### src/rtl/csfb_pkg.sv
// ----------------------------------------------------------------------------
// csfb_pkg
// Shared widths, defaults, control types and helpers for the sample filter bank.
// ----------------------------------------------------------------------------
`default_nettype none

package csfb_pkg;

    // field widths
    localparam int SAMPLE_W = 12;
    localparam int ALPHA_W  = 16;
    localparam int FRAC_W   = 16;
    localparam int ACC_W    = SAMPLE_W + FRAC_W;
    localparam int OS_W     = 16;

    // default smoothing factor, 0.15 in Q0.16
    localparam logic [ALPHA_W-1:0] ALPHA_RESET = 16'd9830;

    // default depths and shift
    localparam int AVG_DEPTH_DEF        = 16;
    localparam int OVERSAMPLE_DEPTH_DEF = 256;
    localparam int OVERSAMPLE_SHIFT_DEF = 4;

    // read issue and update strobes for a window memory
    typedef struct packed {
        logic rd;   // issue read of the current slot
        logic upd;  // write back and update the running totals
    } t_win_ctrl;

    // middle value of three samples
    function automatic logic [SAMPLE_W-1:0] mid3(
        input logic [SAMPLE_W-1:0] a,
        input logic [SAMPLE_W-1:0] b,
        input logic [SAMPLE_W-1:0] c
    );
        logic [SAMPLE_W-1:0] lo;
        logic [SAMPLE_W-1:0] hi;
        logic [SAMPLE_W-1:0] hc;
        lo = (a < b) ? a : b;
        hi = (a < b) ? b : a;
        hc = (hi < c) ? hi : c;
        return (lo > hc) ? lo : hc;
    endfunction

endpackage

`default_nettype wire

### src/rtl/csfb_ema.sv
// ----------------------------------------------------------------------------
// csfb_ema
// Exponential average in Q12.16, one update per enabled cycle.
// ----------------------------------------------------------------------------
`default_nettype none

module csfb_ema
    import csfb_pkg::*;
(
    input  wire logic                i_clk,
    input  wire logic                i_rst_n,
    input  wire logic                i_en,
    input  wire logic [ALPHA_W-1:0]  i_alpha,
    input  wire logic [SAMPLE_W-1:0] i_x,
    output logic      [SAMPLE_W-1:0] o_int_nxt
);

    localparam int PROD_W = ALPHA_W + ACC_W;

    logic [ACC_W-1:0]  r_acc;
    logic [ACC_W-1:0]  n_acc;
    logic [ACC_W-1:0]  w_target;
    logic              w_up;
    logic [ACC_W-1:0]  w_mag;
    logic [PROD_W-1:0] w_prod;
    logic [PROD_W:0]   w_dec_sum;
    logic [ACC_W-1:0]  w_inc;
    logic [ACC_W-1:0]  w_dec;

    // distance to target, scaled by alpha
    assign w_target = {i_x, {FRAC_W{1'b0}}};
    assign w_up     = (w_target >= r_acc);
    assign w_mag    = w_up ? (w_target - r_acc) : (r_acc - w_target);
    assign w_prod   = PROD_W'(i_alpha) * PROD_W'(w_mag);

    // floor toward minus infinity: round the decrement up
    assign w_dec_sum = {1'b0, w_prod} + (PROD_W + 1)'({FRAC_W{1'b1}});
    assign w_inc     = w_prod[FRAC_W +: ACC_W];
    assign w_dec     = w_dec_sum[FRAC_W +: ACC_W];

    assign n_acc     = w_up ? (r_acc + w_inc) : (r_acc - w_dec);
    assign o_int_nxt = n_acc[FRAC_W +: SAMPLE_W];

    // accumulator
    always_ff @(posedge i_clk) begin
        if (!i_rst_n) begin
            r_acc <= '0;
        end else if (i_en) begin
            r_acc <= n_acc;
        end
    end

endmodule

`default_nettype wire

### config.mk
export PLATFORM = sky130hd
export DESIGN_NAME = csfb_ema
export DESIGN_NICKNAME = d
export VERILOG_FILES = /design/src/rtl/csfb_pkg.sv /design/src/rtl/csfb_ema.sv
export SDC_FILE = /design/constraint.sdc
export NUM_CORES = 1
export LEC_CHECK = 0
export ABC_AREA = 1
export BUFFER_PORTS_ARGS = -buffer_cell sky130_fd_sc_hd__clkbuf_2
export CAP_MARGIN = 30
export CORE_ASPECT_RATIO = 0.8
export CORE_MARGIN = 2
export CORE_UTILIZATION = 40
export CTS_CLUSTER_DIAMETER = 60
export CTS_CLUSTER_SIZE = 20
export DETAILED_ROUTE_END_ITERATION = 6
export SLEW_MARGIN = 15
export SYNTH_ARGS = -nofsm -noshare
export SYNTH_HDL_FRONTEND = slang
export SYNTH_SLANG_ARGS = --single-unit
### constraint.sdc
create_clock -name i_clk -period 20.6 [get_ports i_clk]
set_input_delay 4.12 -clock i_clk [delete_from_list [all_inputs] [get_ports i_clk]]
set_output_delay 4.12 -clock i_clk [all_outputs]
set_load 0.005 [all_outputs]
==> summary.md <==
| Metric | Value |
|---|---|
| Status | finished, violations left |
| Failing checks | DRC |
| Post-Route WL | slightly below 70 mm |
| CP endpoint kind | output port |
| Final hold vios | 0 |
| Worst hold path class | register to register |
| Minimum clock period | 19.58 ns |
| Setup bufs post-CTS | 0 |
| Vias | around 19k |
| Die area | around 55000 µm² |
| CP max stage cell | clkinv_1 |
| I/O pins | between 40 and 50 |
| CP Max Fanout | 16 |
| Avg Cell Area, Syn | roughly 6.7 µm² |
| CTS tree | built |
| Clock Tree Root | clkbuf_16 |
| Initial DRC count | approximately 1.8k |
| Mapped Nets | 3752 |
| Most common cell on crit path | nand2_1 |
| Fin crit share | between 90% and 100% |
| Die Width | approximately 260 µm |
| Setup Viol. Count Final | 0 |
| First-pass detailed-route iteration total | 7 |
| GRT Total Usage | roughly 26% |
| Mapped Cells | 3187 |
| Drc violations | 1 |
| Port bufs | 42 |
| # clock sinks | 28 |
| Fill cells | around 5.7k |
| Initial Util | 40.5% |
| CP Launch Type | primary input |
| Slew Limit Fails | 0 |
| Worst-path clk slew | approximately 0.060 ns |
| Cts bufs inserted | 3 |
| Seq/Total Area, Yosys | roughly 2.6% |
| Antenna violations before repair | 0 |
| Crit path kind | primary input to output port |
| Vias in the first global route | 19.4k |
| Total grt overflow | 0 |
| Layout Nets | 3728 |
| Setup total negative slack | 0 ns |
| Max reg flops | 28 |
| Core region area | around 53000 µm² |
| Fmax | 0.0511 GHz |
| Average vias per placed instance | 5.06 |
| RSZ-0062 raised after global routing | false |
| Synth-to-layout area growth | 4.37% |
| WL per Instance | ~18 µm |
| Max incr delay on CP | around 0.54 ns |
| Post-synth cell types | 49 |
| Setup WS post-layout | 1.02 ns |
| First-pass GRT wire length | 109 mm |
| N_diodes | 0 |
| Largest Register | r_acc |
| Dpl cells | 3851 |
| H-tree Lvls | 1 |
| Num rows | 75 |
| Deepest clock path buffer count | 2 |
| DP Worst Slack | around 1.2 ns |
| Final Skew | 0.00417 ns |
| WHS | roughly 0.6 ns |
| Largest net degree at the start of global routing | 52 |
| Slew HR | 40.6% |
| Yosys warns | 0 |
| Critical path arrival | about 15 ns |
| Biggest regs | r_acc (28) |
| Non-filler cells, final | roughly 3.9k |
| CP required | ~16 ns |
| Die height | 210 µm |
| #FFs+latches synth | 28 |
| Final ANT Viol Nets | 0 |
| Share of cells above drive strength 1 | ~4.2% |
| Gpl congestion | between 0.9 and 1 |
| Worst slew pin tran | about 0.89 ns |
| Clk_lat worst skew | approximately 0.26 ns |
| Maxcap violations | 0 |
| Mapped cell area | between 20000 and 25000 µm² |
| DPL Wire Length | 57.6 mm |
per-layer routing:
metal / track usage [%] / up-vias / share of wire, % / wire, µm
met3: 5.19 / 71 / 10 / 6830
met4: 4.36 / 0 / 1.8 / 1250
met5: 0 / - / 0 / 0
met1: 39.0 / 9232 / 47 / 32300
li1: - / 9381 / - / -
met2: 37.5 / 813 / 41 / 27900
worst paths after layout:
path / from / endpoint / slack [ns] / cells past startpoint
hold reg to reg: r_acc[1] / r_acc[1] / 0.60 / 2
hold / removal: r_acc[1] / r_acc[1] / 0.60 / 2
setup / recovery: i_x[5] / o_int_nxt[4] / 1.02 / 53
setup reg to reg: r_acc[0] / r_acc[25] / 8.63 / 56
cell usage in the layout, fill, tap and decap left out, drive strengths merged, types with 34 or more instances in the layout:
cell | synthesis | final
nor2 | 317 | 317
clkbuf | 64 | 45
inv | 764 | 764
nand2 | 913 | 913
nand3 | 119 | 119
nand4 | 34 | 34
o21ai | 99 | 99
xor2 | 60 | 60
fa | 364 | 364
ha | 170 | 170
a21oi | 124 | 124
cells by family (layout without fill, tap and decap cells):
| group | after synthesis | count (layout) | share of synthesized area (%) |
|---|---|---|---|
| flip-flops | 28 | 28 | 2.63 |
| AO/OA/AOI/OAI | 261 | 261 | 6.60 |
| buffers and inverters | 859 | 834 | 15.4 |
| XOR/XNOR | 77 | 77 | 3.20 |
| adder cells (fa/ha/maj) | 534 | 534 | 44.2 |
| AND/OR/NAND/NOR | 1428 | 1428 | 27.9 |
critical path, delay by kind of cell:
kind	cells	cell delay, ns
compound gates	14	2.59
xor+xnor	1	0.21
fa+ha+maj	10	4.31
buf+inv	10	1.49
simple gates	18	2.69
area by class of cell:
cell class	instances	area, µm²	area share [%]
timing repair buffer	57	323	1.45
clock inverter	1	30.0	0.135
tap	693	867	3.90
clock buffer	3	75.1	0.338
sequential	28	561	2.52
inverter	773	2910	13.1
multi-input combinational	2300	17400	78.6
per-stage QoR:
stage                     instance area [µm²]  util [%]
final                                   22200      42.3
after global routing                    22200      42.3
after CTS                               22200      42.3
after detailed placement                22100      42.1
after global placement                  22100      42.1
after floorplan                         21300         -
what timing repair did:
| action | CTS | global route |
|---|---|---|
| setup endpoints to repair | 0 | 3 |
| resized for setup | 0 | 2 |
| hold buffers | 0 | 0 |
cell usage after synthesis, drive strengths merged:
library cell    n  area, µm²
ha            170       2130
nor3           22        153
fa            364       7290
o211a           1       10.0
o221ai          2       17.5
o22ai           3       18.8
nand3         119        641
a21o            5       37.5
dfxtp          28        561
o31ai           2       15.0
o21bai         13       97.6
xnor2          17        149
nand2         913       3490
o211ai          2       15.0
nor2          317       1290
a221oi          1       8.76
clkinv          9       33.8
a211oi          3       22.5
o21ai          99        499
nand4          34        219
a21boi          1       7.51
nor4            5       31.3
buf            22        136
and2            7       43.8
a31oi           5       31.3
clkbuf         64        240
nand3b          8       60.1
a21oi         124        624
inv           764       2870
or2             3       18.8
xor2           60        533
Power is not shown: default switching activity piles up to over one toggle a cycle in this logic, so the estimate is an artifact.
