===== src/rtl/csfb_pkg.sv =====
// ----------------------------------------------------------------------------
// csfb_pkg
// Shared widths, defaults, control types and helpers for the sample filter bank.
// ----------------------------------------------------------------------------
`default_nettype none

package csfb_pkg;

    // field widths
    localparam int SAMPLE_W = 12;
    localparam int ALPHA_W  = 16;
    localparam int FRAC_W   = 16;
    localparam int ACC_W    = SAMPLE_W + FRAC_W;
    localparam int OS_W     = 16;

    // default smoothing factor, 0.15 in Q0.16
    localparam logic [ALPHA_W-1:0] ALPHA_RESET = 16'd9830;

    // default depths and shift
    localparam int AVG_DEPTH_DEF        = 16;
    localparam int OVERSAMPLE_DEPTH_DEF = 256;
    localparam int OVERSAMPLE_SHIFT_DEF = 4;

    // read issue and update strobes for a window memory
    typedef struct packed {
        logic rd;   // issue read of the current slot
        logic upd;  // write back and update the running totals
    } t_win_ctrl;

    // middle value of three samples
    function automatic logic [SAMPLE_W-1:0] mid3(
        input logic [SAMPLE_W-1:0] a,
        input logic [SAMPLE_W-1:0] b,
        input logic [SAMPLE_W-1:0] c
    );
        logic [SAMPLE_W-1:0] lo;
        logic [SAMPLE_W-1:0] hi;
        logic [SAMPLE_W-1:0] hc;
        lo = (a < b) ? a : b;
        hi = (a < b) ? b : a;
        hc = (hi < c) ? hi : c;
        return (lo > hc) ? lo : hc;
    endfunction

endpackage

`default_nettype wire


===== src/rtl/csfb_window.sv =====
// ----------------------------------------------------------------------------
// csfb_window
// Ring memory of past samples with running totals, one or more lanes per word.
// ----------------------------------------------------------------------------
`default_nettype none

module csfb_window
    import csfb_pkg::*;
#(
    parameter int DEPTH = AVG_DEPTH_DEF,
    parameter int LANES = 1
) (
    input  wire logic                                              i_clk,
    input  wire logic                                              i_rst_n,
    input  wire t_win_ctrl                                         i_ctrl,
    input  wire logic [LANES-1:0][SAMPLE_W-1:0]                    i_x,
    output logic      [LANES-1:0][SAMPLE_W+$clog2(DEPTH)-1:0]      o_total_nxt,
    output logic                                                   o_ready
);

    localparam int AW    = $clog2(DEPTH);
    localparam int TOT_W = SAMPLE_W + AW;
    localparam int WORD  = LANES * SAMPLE_W;

    logic [WORD-1:0]                 r_mem [DEPTH];
    logic [LANES-1:0][SAMPLE_W-1:0]  r_rd_data;
    logic [AW-1:0]                   r_slot;
    logic [AW-1:0]                   r_wr_slot;
    logic [AW-1:0]                   r_clr_addr;
    logic                            r_clr_busy;
    logic [LANES-1:0][TOT_W-1:0]     r_total;
    logic [LANES-1:0][TOT_W-1:0]     n_total;
    logic                            w_we;
    logic [AW-1:0]                   w_wa;
    logic [WORD-1:0]                 w_wd;

    // running totals: drop the oldest sample, add the new one
    always_comb begin
        for (int l = 0; l < LANES; l++) begin
            n_total[l] = r_total[l] - TOT_W'(r_rd_data[l]) + TOT_W'(i_x[l]);
        end
    end

    assign o_total_nxt = n_total;
    assign o_ready     = !r_clr_busy;

    // single write port: clearing pass or write back
    assign w_we = r_clr_busy || i_ctrl.upd;
    assign w_wa = r_clr_busy ? r_clr_addr : r_wr_slot;
    assign w_wd = r_clr_busy ? '0 : WORD'(i_x);

    // sample memory
    always_ff @(posedge i_clk) begin
        if (w_we) begin
            r_mem[w_wa] <= w_wd;
        end
        if (i_ctrl.rd) begin
            r_rd_data <= r_mem[r_slot];
        end
    end

    // slot pointers, clearing pass and totals
    always_ff @(posedge i_clk) begin
        if (!i_rst_n) begin
            r_slot     <= '0;
            r_wr_slot  <= '0;
            r_clr_addr <= '0;
            r_clr_busy <= 1'b1;
            r_total    <= '0;
        end else begin
            if (r_clr_busy) begin
                r_clr_addr <= r_clr_addr + AW'(1);
                if (r_clr_addr == AW'(DEPTH - 1)) begin
                    r_clr_busy <= 1'b0;
                end
            end
            if (i_ctrl.rd) begin
                r_wr_slot <= r_slot;
                r_slot    <= (r_slot == AW'(DEPTH - 1)) ? '0 : r_slot + AW'(1);
            end
            if (i_ctrl.upd) begin
                r_total <= n_total;
            end
        end
    end

endmodule

`default_nettype wire


===== config.mk =====
export PLATFORM = sky130hd
export DESIGN_NAME = csfb_window
export DESIGN_NICKNAME = d
export VERILOG_FILES = /design/src/rtl/csfb_pkg.sv /design/src/rtl/csfb_window.sv
export SDC_FILE = /design/constraint.sdc
export NUM_CORES = 1
export LEC_CHECK = 0
export BUFFER_PORTS_ARGS = -buffer_cell sky130_fd_sc_hd__buf_2
export CORE_ASPECT_RATIO = 1.75
export CORE_MARGIN = 4
export CORE_UTILIZATION = 56
export CTS_CLUSTER_SIZE = 30
export DETAILED_ROUTE_END_ITERATION = 12
export MAX_ROUTING_LAYER = met4
export PLACE_DENSITY = 0.82
export SYNTH_ARGS = -nofsm -noshare
export SYNTH_HDL_FRONTEND = slang
export SYNTH_SLANG_ARGS = --single-unit

===== constraint.sdc =====
create_clock -name i_clk -period 2.18 [get_ports i_clk]
set_input_delay 0.109 -clock i_clk [delete_from_list [all_inputs] [get_ports i_clk]]
set_output_delay 0.109 -clock i_clk [all_outputs]
set_load 0.01 [all_outputs]

==> results summary, run 1 <==
The flow ran to the end, but the final reports show violations. The final reports fail on negative setup slack. The clock passes through at most 3 buffers. The Yosys step of the flow raised 0 warnings. Setup repair after global routing could not meet its margin everywhere. The post-synth net total is about 700. The number of library cell types mapped by synthesis is 51. The highest ir drop seen on vdd is 0.908 mV. met2 is the most crowded layer. In the routed design, unresolved DRC markers number 0.

The number of instances in the synthesized netlist came out at 651. The overall die width came out at 110 µm. The worst hold path terminates at r_rd_data[11]. The first global-routing pass estimated 35.3 mm of wire.

The synthesized cell area is 10200 µm². Counting I/O delays and the setup requirement, the final critical path takes between 3 and 4 ns. The final clock skew is 0.0223 ns.

The fraction of met2 tracks used by global routing is 41.8%. The detailed-route via count is around 6000. CTS saw 233 sinks. The cell that appears most often on the critical path is xnor2_1.

The met3 usage came out at 3.01%. The number of antenna violations at the first check in global routing is 0. The min-delay analysis places its worst path in the category in2reg. The count of max-cap constraint violations came out at 0. Before antenna repair, the detailed router went through 5 iterations. The count of cell instances traversed by the critical path is 10. Of the cells placed in the final design, the portion with a size suffix greater than 1 is between 30% and 40%. The total design power came out at approximately 14 mW. The number of antenna diodes in the final layout is 0. The number of setup violations in the final report is 28.

The post-route clock period utilization is 143%. The mean instance size in the synthesized netlist came out at roughly 16 µm². The worst register-to-register path ends at r_total[8]. The reg-to-reg setup timing slack came out at -0.59 ns. By count the netlist is led by 204 x edfxtp_1, 58 x inv_1, 48 x mux4_2, 39 x nor2_1, 29 x dfxtp_1. TritonCTS built the clock tree. The tightest slew margin relative to the limit came out at 30.8%. In this run, synthesis produced a sequential element count of 233. The placeable core area is 18000 µm².

The final critical-path setup slack came out at -0.945 ns. The net count reported at finish is about 800. The final non-filler cell area came out at 12400 µm². The number of antenna-violating nets in the routed design is 0.

Sorting the synthesized cells by area gives the leading types as edfxtp_1 60%, mux4_2 11%, dfxtp_1 5.7%, mux2i_1 2.6%, fa_1 2.3%. The source-to-sink clock delay at the later pin of the worst-skew pair is about 0.50 ns. In this run the power density over the cells is 1120 nW/µm².

The average vias per placed instance is 5.91. The number of stages on the worst hold path is 1. The number of global-route vias before repair is about 6400. The slowest cell on the critical path is fa_1. The top-level port count came out at 33. The critical path data arrival time is about 3 ns. The startpoint of the worst hold path is i_ctrl[1]. The biggest area consumer among synthesized cells is edfxtp_1. The clock root buffer master is clkbuf_16. The standby leakage power is 4.54 nW. The global router's overall resource usage is 23.5%. The met1 track demand over resource came out at 25.1%. The transition at the pin with the smallest max-transition slack is 1.04 ns. The area growth from synthesis to layout came out at 20.9%. The post-placement setup slack came out at -0.420 ns. The port buffer count came out at 32.

The full die area came out at 20600 µm². The setup path with the least slack is of type reg2out. The primary flip-flop cell chosen by synthesis mapping is edfxtp_1.

The critical path goes through fa_1 -> inv_2 -> ha_4 -> o211ai_1 -> o21bai_4 -> a31oi_4 -> o21ai_2 -> xnor2_1 -> xnor2_1 -> buf_2. Data on the critical path is required at its endpoint by 2.07 ns. The post-detailed-placement half-perimeter wirelength came out at 14.9 mm. The worst setup path is captured at a primary output.

The final cell utilization of the core is 68.8%. The sum of buffers and inverters on the critical path is 2. The cell depth of the worst flop-to-flop path came out at 12. Static timing analysis puts the maximum clock frequency at approximately 0.32 GHz.

The global placement routability congestion is 0.896. The worst register-to-register path begins at r_rd_data[2]. The sequential cell area fraction in the yosys report is 65.5%. The fraction of post-synthesis cell area in the top cell type by area is 59.9%. The clock input transition at the sequential cells of the worst setup and hold paths is approximately 0.070 ns.

The final-report hold violation count was 0. The total global routing overflow came out at 0. Counting flops with an async set or reset pin after synthesis yields a share of 0%. edfxtp_1 is the most common cell in the netlist. The startpoint kind of the worst setup timing path is a flip-flop. The largest single stage delay on the critical path is 0.57 ns. The count of final max-slew check failures is 0. The largest fanout of any net on the critical path is 4. The height of the die is 187 µm. The number of enable flip-flop cells after synthesis came out at 204. The wire length after detailed routing is 23.1 mm. Among cell families on the critical path, the largest total delay comes from adder cells. The initial utilization of the core area, before any placement, comes to 56.9%.

After detailed placement, the total cell area comes to roughly 11000 µm². The average routed wire per standard cell is 22.6 µm. The detailed router finished its first iteration with around 570 violations.

The H-tree depth came out at 1. The total clock buffers created by CTS came out at 20. The maximum number of pins on one net before global-route repair is 54. The site row count came out at 65.
[routing by layer]
metal | part of all wire, % | wire length (µm) | vias up
li1 | - | - | 2689
met1 | 34 | 7860 | 3044
met2 | 57 | 13200 | 226
met3 | 4.2 | 962 | 76
met4 | 4.4 | 1010 | 0
met5 | 0 | 0 | -
[where the power goes]
group	switching, mW	total, mW	internal, mW
sequential	0.115	5.14	5.02
clock	1.53	3.54	2.01
combinational	2.54	5.16	2.61
[through the flow]
step	cells	TNS [ns]	hold slack, ns
after floorplan	651	-1.54	0.221
after global placement	970	-4.47	0.453
after detailed placement	970	-6.31	0.474
after CTS	1014	-14.19	0.00547
after global routing	1021	-17.67	0.0145
final	1021	-16.27	0.0271
[flip-flops by register name, summed over array words and instances, names as in the netlist]
name	count
r_total	16
r_wr_slot	4
r_slot	4
r_mem	192
r_clr_addr	4
r_clr_busy	1
r_rd_data	12
[worst reg2reg max path: cells and delay by family, from the launching register on]
kind	cells	cell delay, ns
fa+ha+maj	2	0.85
simple gates	1	0.20
mux	1	0.12
buf+inv	4	0.48
compound gates	4	0.58
flops	1	0.43
[worst max-delay path by stage]
| stage | start | end | slack (ns) |
|---|---|---|---|
| global placement | r_total[1] | r_total[10] | -0.31 |
| floorplan | r_rd_data[1] | r_total[10] | -0.16 |
| CTS | r_rd_data[2] | o_total_nxt[13] | -0.91 |
| detailed placement | r_rd_data[1] | r_total[10] | -0.42 |
| global route | r_rd_data[2] | o_total_nxt[14] | -1.01 |
| finish | r_rd_data[2] | o_total_nxt[15] | -0.94 |
[cell families after synthesis]
family,after synthesis,share of synthesized area [%]
compound gates,84,5.63
fa+ha+maj,30,4.55
mux,75,13.2
buf+inv,92,3.59
simple gates,118,5.86
flops,233,65.5
xor+xnor,19,1.63
[cell usage in the layout, fill, tap and decap left out, drive strengths merged, types with 2 or more instances in the layout]
cell type	synthesis	final
edfxtp	204	204
buf	9	136
inv	58	60
mux4	48	48
nor2	39	39
dfxtp	29	29
nor2b	27	27
mux2i	27	27
a21oi	27	27
clkbuf	25	26
nand2	18	18
ha	18	18
xnor2	14	14
a211oi	13	13
fa	12	12
a31oi	8	8
o21ai	8	8
a21o	5	5
nand4	5	5
and2	5	5
nand3	5	5
xor2	5	5
o211ai	4	4
and3	4	4
nand3b	4	4
a22o	3	3
o21bai	3	3
a21boi	3	3
clkinv	0	3
nor3	2	2
o32a	2	2
nor3b	2	2
or3	2	2
bufinv	0	2
o21a	2	2
[what timing repair did]
action	4_1_cts	5_1_grt
buffers inserted	11	8
pin swaps	11	7
hold buffers	0	0
resized for setup	22	20
endpoints found under the setup margin	27	40
[area by class of cell]
cell class / count / area, µm²
Sequential cell: 233 / 6720
Fill cell: 1080 / 5600
Multi-Input combinational cell: 326 / 3460
Timing Repair Buffer: 136 / 1040
Clock buffer: 26 / 544
Tap cell: 234 / 293
Inverter: 58 / 218
Clock inverter: 8 / 98.8
No activity file was read; power rests on OpenSTA's default activity.
==> inputs of run 2 (changes only) <==
--- a/config.mk
+++ b/config.mk
@@ -7,12 +7,13 @@
 export LEC_CHECK = 0
 export BUFFER_PORTS_ARGS = -buffer_cell sky130_fd_sc_hd__buf_2
 export CORE_ASPECT_RATIO = 1.75
-export CORE_MARGIN = 4
-export CORE_UTILIZATION = 56
+export CORE_MARGIN = 2
+export CORE_UTILIZATION = 58
+export CTS_BUF_LIST = sky130_fd_sc_hd__clkbuf_8
 export CTS_CLUSTER_SIZE = 30
 export DETAILED_ROUTE_END_ITERATION = 12
 export MAX_ROUTING_LAYER = met4
-export PLACE_DENSITY = 0.82
+export PLACE_DENSITY = 0.84
 export SYNTH_ARGS = -nofsm -noshare
 export SYNTH_HDL_FRONTEND = slang
 export SYNTH_SLANG_ARGS = --single-unit
==> run 2 against run 1 <==
Effect of this change: the run still ends with negative setup slack left; routed wire length shrank 2.5%; critical endpoint is now o_total_nxt[13]; via count grew 1.2%; clock skew shrank 0.00081 ns; die area shrank 8.8%; sequential share of layout area is essentially flat; sequential power is essentially flat; fmax grew 1.0%; first-iteration DRC count shrank 35%; clock-buffer cell count grew 5; utilization grew 2.4 points; non-clock buffer count is the same.
==> results summary, run 2 (synthesized netlist as in run 1, its figures left out) <==
The count of max-cap constraint violations is 0 (unchanged). The final clock skew came out at 0.0215 ns (was 0.0223 ns). The height of the die came out at 180 µm (was 187 µm).

The post-route clock period utilization is 142% (was 143%). The maximum count of clock buffers along a single path is 3 (unchanged). The total clock buffers created by CTS was 31 (was 20). The number of optimization iterations in the first detailed-route pass is 5 (unchanged).

The share of total power in the clock network came to 23.7% (was 25.6%). The switching power total is 4.16 mW (was 4.18 mW). The most common cell after layout, fill and taps aside is edfxtp_1 (unchanged). The post-placement setup slack came out at -0.365 ns (was -0.420 ns). The number of setup violations in the final report came out at 26 (was 28).

The final-report hold violation count was 0 (unchanged). The number of stages on the worst hold path came out at 4 (was 1). The slowest cell on the critical path is fa_1 (unchanged). The number of global-route vias before repair is 6614 (was 6435). The TritonCTS clock tree was yes (unchanged). The wire length of the first global-routing pass was 35.1 mm (was 35.3 mm). The clock root buffer master was clkbuf_8 (was clkbuf_16). Violated checks: negative setup slack (unchanged). The final critical-path setup slack is -0.913 ns (was -0.945 ns). The tightest slew margin relative to the limit came out at 33.0% (was 30.8%). The full die area came out at 18800 µm² (was 20600 µm²). The initial core utilization is 58.9% (was 56.9%). Most frequent cells in the layout: 204 x edfxtp_1, 91 x buf_4, 57 x inv_1 (was 204 x edfxtp_1, 92 x buf_4, 52 x inv_1). The startpoint kind of the worst setup timing path is a flip-flop (unchanged).

The number of placed instances with taps included is 965 (was 970). The highest clock rate came out at 0.323 GHz (was 0.320 GHz). The maximum number of pins on one net before global-route repair is 54 (unchanged).

The standby leakage power is 4.56 nW (was 4.54 nW). The top-level port count was 33 (unchanged). The post-detailed-placement half-perimeter wirelength came out at 15.4 mm (was 14.9 mm). The count of cell instances traversed by the critical path is 10 (unchanged).

The power density of the placed cells is 1100 nW/µm² (was 1120 nW/µm²). The endpoint with the worst hold slack was r_total[0] (was r_rd_data[11]). The startpoint of the worst hold path is i_x[0] (was i_ctrl[1]). The post-detailed-route DRC marker count is 0 (unchanged). Worst path cell trace: fa_1 -> inv_2 -> ha_4 -> a21o_1 -> o21bai_4 -> a31oi_4 -> o21a_2 -> o21ai_2 -> xor2_1 -> buf_2 (was fa_1 -> inv_2 -> ha_4 -> o211ai_1 -> o21bai_4 -> a31oi_4 -> o21ai_2 -> xnor2_1 -> xnor2_1 -> buf_2). The register ranked first by flip-flop count is r_mem (unchanged). The sequential power share is 37.8% (was 37.1%). The average routed wire per standard cell came out at 21.6 µm (was 22.6 µm). The reg-to-reg setup timing slack came out at -0.45 ns (was -0.59 ns). The transition at the pin with the smallest max-transition slack came to 1.00 ns (was 1.04 ns). The count of final max-slew check failures came to 0 (unchanged).

Top flop regs: r_mem: 192 flops, r_total: 16 flops, r_rd_data: 12 flops (unchanged). The total negative slack is -13.24 ns (was -16.27 ns). The detailed-route via count came out at 6110 (was 6035). The path class of the lowest-slack min-delay path is in2reg (unchanged). The sum of buffers and inverters on the critical path is 2 (unchanged). The largest fanout of any net on the critical path came out at 4 (unchanged). The category of the critical setup timing path is reg2out (unchanged).

The placeable core area came out at 17400 µm² (was 18000 µm²). The standard cell area after detailed placement came out at 11400 µm² (about the same). The area growth from synthesis to layout is 21.0% (was 20.9%). The count of non-filler cells in the finished layout is 1040 (was 1021). The worst reg2reg path endpoint was r_total[7] (was r_total[8]). The wire length after detailed routing is 22.5 mm (was 23.1 mm). The critical path data arrival time is 2.98 ns (was 3.02 ns).

The category of the worst setup path capture point is a primary output (unchanged). Unrepaired setup endpoints after global routing: yes (unchanged). Run status: complete, but fails checks (unchanged).

The longest individual stage delay on the worst path came to 0.50 ns (was 0.57 ns). The required time of the worst setup path came out at 2.07 ns (about the same). The clock period minus final worst setup slack is 3.09 ns (was 3.12 ns). The filler cell count is 1036 (was 1080). The port buffer count is 32 (unchanged). The average vias per placed instance was 5.88 (was 5.91).

The startpoint of the worst-slack reg-to-reg timing path is r_rd_data[4] (was r_rd_data[2]). The total design power is 13.6 mW (was 13.8 mW). The net count reported at finish came out at 832 (was 821). The cell type group with the largest total delay on the critical path is compound AO/OA/AOI/OAI gates (was adder cells). The count of routing violations after the opening detailed-route iteration came out at 371 (was 574). The number of inserted diodes came out at 0 (unchanged).

The flip-flop count of the largest register, all copies and words added came out at 192 (unchanged). The count of clock tree sinks was 233 (unchanged). The final non-filler cell area came out at 12400 µm² (about the same).

The combinational cell fraction of total power is 38.5% (was 37.3%). The total global routing overflow came out at 0 (unchanged). The source-to-sink clock delay at the later pin of the worst-skew pair is 0.55 ns (was 0.50 ns). The cell depth of the worst flop-to-flop path is 13 (was 12).

The H-tree depth was 1 (unchanged). The number of antenna-violating nets in the routed design came out at 0 (unchanged). The clock input transition at the sequential cells of the worst setup and hold paths is 0.07 ns (about the same).

The site row count was 64 (was 65). The highest ir drop seen on vdd is 0.673 mV (was 0.908 mV). The final cell utilization of the core is 71.2% (was 68.8%). The global placement routability congestion is 0.947 (was 0.896). The final hold slack is 0.0813 ns (was 0.0271 ns). The number of antenna violations at the first check in global routing came out at 0 (unchanged). The cell-internal power came out at 9.41 mW (was 9.65 mW).

The overall die width came out at 104 µm (was 110 µm). The switching fraction of total power is 30.6% (was 30.3%). The share of cells above drive strength 1 is 34.7% (was 33.8%). The global router's overall resource usage came to 24.9% (was 23.5%).
run 2: cell count changes in the layout (fill, tap and decap cells not counted), moves of 6 or more:
cell and change:
clkbuf_8 +31, ha_4 +6, clkinv_1 +9, clkbuf_16 -21
run 2: layer usage:
layer  vias up  routed length [µm]  track usage [%]
li1       2721                   -                -
met1      3089                7650             26.0
met2       215               12700             45.5
met3        85                 946             2.83
met4         0                1220             12.9
met5         -                   0                -
run 2: worst max-delay path by stage:
stage	endpoint	startpoint	slack, ns
after global routing	o_total_nxt[13]	r_rd_data[2]	-1.03
after global placement	r_total[10]	r_rd_data[1]	-0.31
after detailed placement	r_total[10]	r_rd_data[1]	-0.36
final	o_total_nxt[13]	r_rd_data[4]	-0.91
after CTS	o_total_nxt[15]	r_rd_data[1]	-0.90
after floorplan	r_total[10]	r_rd_data[1]	-0.16
run 2: repair_timing:
item                       4_1_cts  5_1_grt
hold buffers                     3        0
setup buffers                   13        8
setup endpoints to repair       27       69
pin swaps                       19       13
hold endpoints to repair        18        0
gates resized for setup         23       23
run 2: area by class of cell:
| cell class | count | area, µm² | area share, % |
|---|---|---|---|
| repair buffers | 136 | 1020 | 8.28 |
| flip-flops and latches | 233 | 6720 | 54.3 |
| clock buffers | 31 | 427 | 3.45 |
| clock inverters | 25 | 185 | 1.50 |
| inverters | 58 | 218 | 1.76 |
| well taps | 231 | 289 | 2.33 |
| multi-input cells | 326 | 3520 | 28.4 |
run 2: power by group through the flow:
stage | registers (mW) | logic, mW | clock network, mW
floorplan | 5.18 | 2.66 | 0
global placement | 5.21 | 4.11 | 0
detailed placement | 5.22 | 4.19 | 0
CTS | 5.13 | 4.73 | 3.26
global route | 5.15 | 5.59 | 3.44
finish | 5.13 | 5.22 | 3.21
run 2: worst min-delay path: cells and delay by family:
kind	cells	cell delay [ns]
adders and majority gates	1	0.15
buffers and inverters	1	0.13
muxes	1	0.08
and+or+nand+nor	1	0.12
==> inputs of run 3 (changes only) <==
--- a/config.mk
+++ b/config.mk
@@ -8,12 +8,12 @@
 export BUFFER_PORTS_ARGS = -buffer_cell sky130_fd_sc_hd__buf_2
 export CORE_ASPECT_RATIO = 1.75
 export CORE_MARGIN = 2
-export CORE_UTILIZATION = 58
+export CORE_UTILIZATION = 40
 export CTS_BUF_LIST = sky130_fd_sc_hd__clkbuf_8
 export CTS_CLUSTER_SIZE = 30
 export DETAILED_ROUTE_END_ITERATION = 12
 export MAX_ROUTING_LAYER = met4
-export PLACE_DENSITY = 0.84
+export PLACE_DENSITY = 0.63
 export SYNTH_ARGS = -nofsm -noshare
 export SYNTH_HDL_FRONTEND = slang
 export SYNTH_SLANG_ARGS = --single-unit
==> run 3 against run 2 <==
Effect of this change: the flow still finishes with violations (negative setup slack); worst setup slack better by 0.028 ns; clock skew down 0.0066 ns; via count down 2.9%; first-iteration DRC count down 13%; largest power group is now sequential cells; highest routed layer unchanged.
==> results summary, run 3 (synthesized netlist as in run 1, its figures left out) <==
The clock period minus final worst setup slack came out at 3.06 ns (was 3.09 ns). Top flop regs: r_mem: 192 flops, r_total: 16 flops, r_rd_data: 12 flops (unchanged). The final clock skew came to 0.0149 ns (was 0.0215 ns). The post-placement setup slack came out at -0.430 ns (was -0.365 ns).

The count of clock tree sinks is 233 (unchanged). The total design power was 13.3 mW (was 13.6 mW). The clock input transition at the sequential cells of the worst setup and hold paths is 0.06 ns (was 0.07 ns). The final critical-path setup slack is -0.885 ns (was -0.913 ns). The critical path data arrival time came out at 2.96 ns (was 2.98 ns). The placeable core area came out at 25200 µm² (was 17400 µm²). The most common cell after layout, fill and taps aside is edfxtp_1 (unchanged).

Violated checks: negative setup slack (unchanged). The post-detailed-route DRC marker count came out at 0 (unchanged). The height of the die is 216 µm (was 180 µm). The site row count came out at 77 (was 64).

The highest ir drop seen on vdd is 0.576 mV (was 0.673 mV). The port buffer count is 32 (unchanged). The TritonCTS clock tree is yes (unchanged). The path class of the lowest-slack min-delay path was in2reg (unchanged). The power density of the placed cells is 1070 nW/µm² (was 1100 nW/µm²). The flip-flop count of the largest register, all copies and words added is 192 (unchanged). The category of the worst setup path capture point is a primary output (unchanged). The worst reg2reg path endpoint is r_total[10] (was r_total[7]). The average routed wire per standard cell is 19.3 µm (was 21.6 µm).

The standby leakage power came out at 4.56 nW (about the same). The detailed-route via count is 5935 (was 6110). The post-detailed-placement half-perimeter wirelength came out at 15.4 mm (about the same).

The category of the critical setup timing path was reg2out (unchanged). The last element of the critical path was o_total_nxt[13] (unchanged). The total negative slack came out at -13.27 ns (was -13.24 ns). The clock root buffer master is clkbuf_8 (unchanged). The register ranked first by flip-flop count was r_mem (unchanged). Most frequent cells in the layout: 204 x edfxtp_1, 94 x buf_4, 60 x inv_1 (was 204 x edfxtp_1, 91 x buf_4, 57 x inv_1). The maximum count of clock buffers along a single path is 3 (unchanged). The source-to-sink clock delay at the later pin of the worst-skew pair came out at 0.54 ns (was 0.55 ns).

The overall die width was 125 µm (was 104 µm). The initial core utilization came out at 40.5% (was 58.9%). The count of max-cap constraint violations came to 0 (unchanged). The count of routing violations after the opening detailed-route iteration came out at 324 (was 371). The global placement routability congestion came out at 0.853 (was 0.947).

The reg-to-reg setup timing slack was -0.47 ns (was -0.45 ns). The cell depth of the worst flop-to-flop path is 10 (was 13). The number of global-route vias before repair came out at 6570 (was 6614).

The transition at the pin with the smallest max-transition slack is 1.02 ns (was 1.00 ns). The total clock buffers created by CTS came out at 35 (was 31). The number of antenna-violating nets in the routed design is 0 (unchanged). The tightest slew margin relative to the limit is 32.2% (was 33.0%).

The highest clock rate came out at 0.326 GHz (was 0.323 GHz). The share of cells above drive strength 1 came out at 34.7% (about the same). The filler cell count is 2122 (was 1036). The count of final max-slew check failures came out at 0 (unchanged). The H-tree depth is 2 (was 1). The number of optimization iterations in the first detailed-route pass was 4 (was 5). The largest fanout of any net on the critical path came out at 4 (unchanged).

The number of setup violations in the final report is 27 (was 26). The full die area came to 26900 µm² (was 18800 µm²). The wire length of the first global-routing pass is 34.6 mm (was 35.1 mm). The startpoint kind of the worst setup timing path is a flip-flop (unchanged). The final cell utilization of the core is 49.2% (was 71.2%). The global router's overall resource usage came out at 16.9% (was 24.9%).

The area growth from synthesis to layout was 21.4% (was 21.0%). The average vias per placed instance was 5.26 (was 5.88). The source of the critical timing path is r_rd_data[1] (was r_rd_data[4]). The post-route clock period utilization is 141% (was 142%).

The count of non-filler cells in the finished layout came out at 1128 (was 1040). The number of antenna violations at the first check in global routing came out at 0 (unchanged). The startpoint of the worst-slack reg-to-reg timing path is r_rd_data[1] (was r_rd_data[4]). The wire length after detailed routing was 21.8 mm (was 22.5 mm). The maximum number of pins on one net before global-route repair is 37 (was 54). The net count reported at finish is 838 (was 832). The total global routing overflow is 0 (unchanged). The top-level port count came out at 33 (unchanged).

The number of inserted diodes is 0 (unchanged). The number of placed instances with taps included is 1054 (was 965). The final-report hold violation count came out at 0 (unchanged).

Unrepaired setup endpoints after global routing: yes (unchanged). The required time of the worst setup path is 2.07 ns (about the same). Run status: complete, but fails checks (unchanged).
[run 3: changes by cell type in the layout (fill, tap and decap cells not counted), moves of 2 or more]
cell,change
xnor2_2,-2
xnor2_1,+2
a21oi_2,+2
clkinv_1,-6
inv_6,+2
ha_1,+3
inv_1,+3
buf_4,+3
ha_2,+3
bufinv_16,-3
clkbuf_8,+5
ha_4,-6
clkinv_2,-3
[run 3: worst min path at each step]
stage	from	to	slack [ns]	cells past startpoint
after floorplan	i_ctrl[1]	r_rd_data[0]	0.22	0
after global placement	r_total[1]	r_total[1]	0.46	1
after detailed placement	r_total[1]	r_total[1]	0.47	1
after CTS	i_x[0]	r_total[0]	0.07	4
after global routing	i_x[0]	r_total[0]	0.12	4
final	i_x[0]	r_total[0]	0.10	4
[run 3: layer usage]
metal	vias up	GRT usage, %	part of all wire (%)
met5	-	-	0
met4	0	8.81	4.3
met3	69	2.60	3.9
met2	165	30.9	55
met1	2979	17.2	37
li1	2722	-	-
[run 3: critical path: stages (launching register included)]
cell and delay, ns:
edfxtp_1 0.39, fa_2 0.59, inv_2 0.05, ha_4 0.23
a211oi_4 0.24, o21bai_4 0.12, a31oi_4 0.23, o21a_4 0.20
o21ai_2 0.07, xor2_1 0.16, buf_2 0.14
[run 3: area by class of cell]
cell class	count	area [µm²]	area share, %
Sequential cell	233	6720	54.1
Multi-Input combinational cell	326	3440	27.7
Timing Repair Buffer	138	1050	8.47
Clock buffer	36	495	3.99
Tap cell	316	395	3.18
Inverter	58	218	1.75
Clock inverter	21	109	0.876
[run 3: power by group]
group | total [mW] | internal [mW] | switching, mW
Combinational | 4.97 | 2.60 | 2.36
Clock | 3.20 | 1.55 | 1.65
Sequential | 5.13 | 5.03 | 0.109
[run 3: metrics by stage]
step,hold WS (ns),cell area [µm²]
floorplan,0.221,10400
global placement,0.459,11500
detailed placement,0.467,11500
CTS,0.0654,12300
global route,0.125,12400
finish,0.101,12400
[run 3: what timing repair did]
| action | 4_1_cts | 5_1_grt |
|---|---|---|
| gates cloned | 0 | 0 |
| setup endpoints to repair | 26 | 29 |
| pin swaps | 14 | 13 |
| hold endpoints to repair | 5 | 0 |
| hold buffers | 2 | 0 |
| buffers inserted | 10 | 7 |
| gates resized for setup | 23 | 15 |
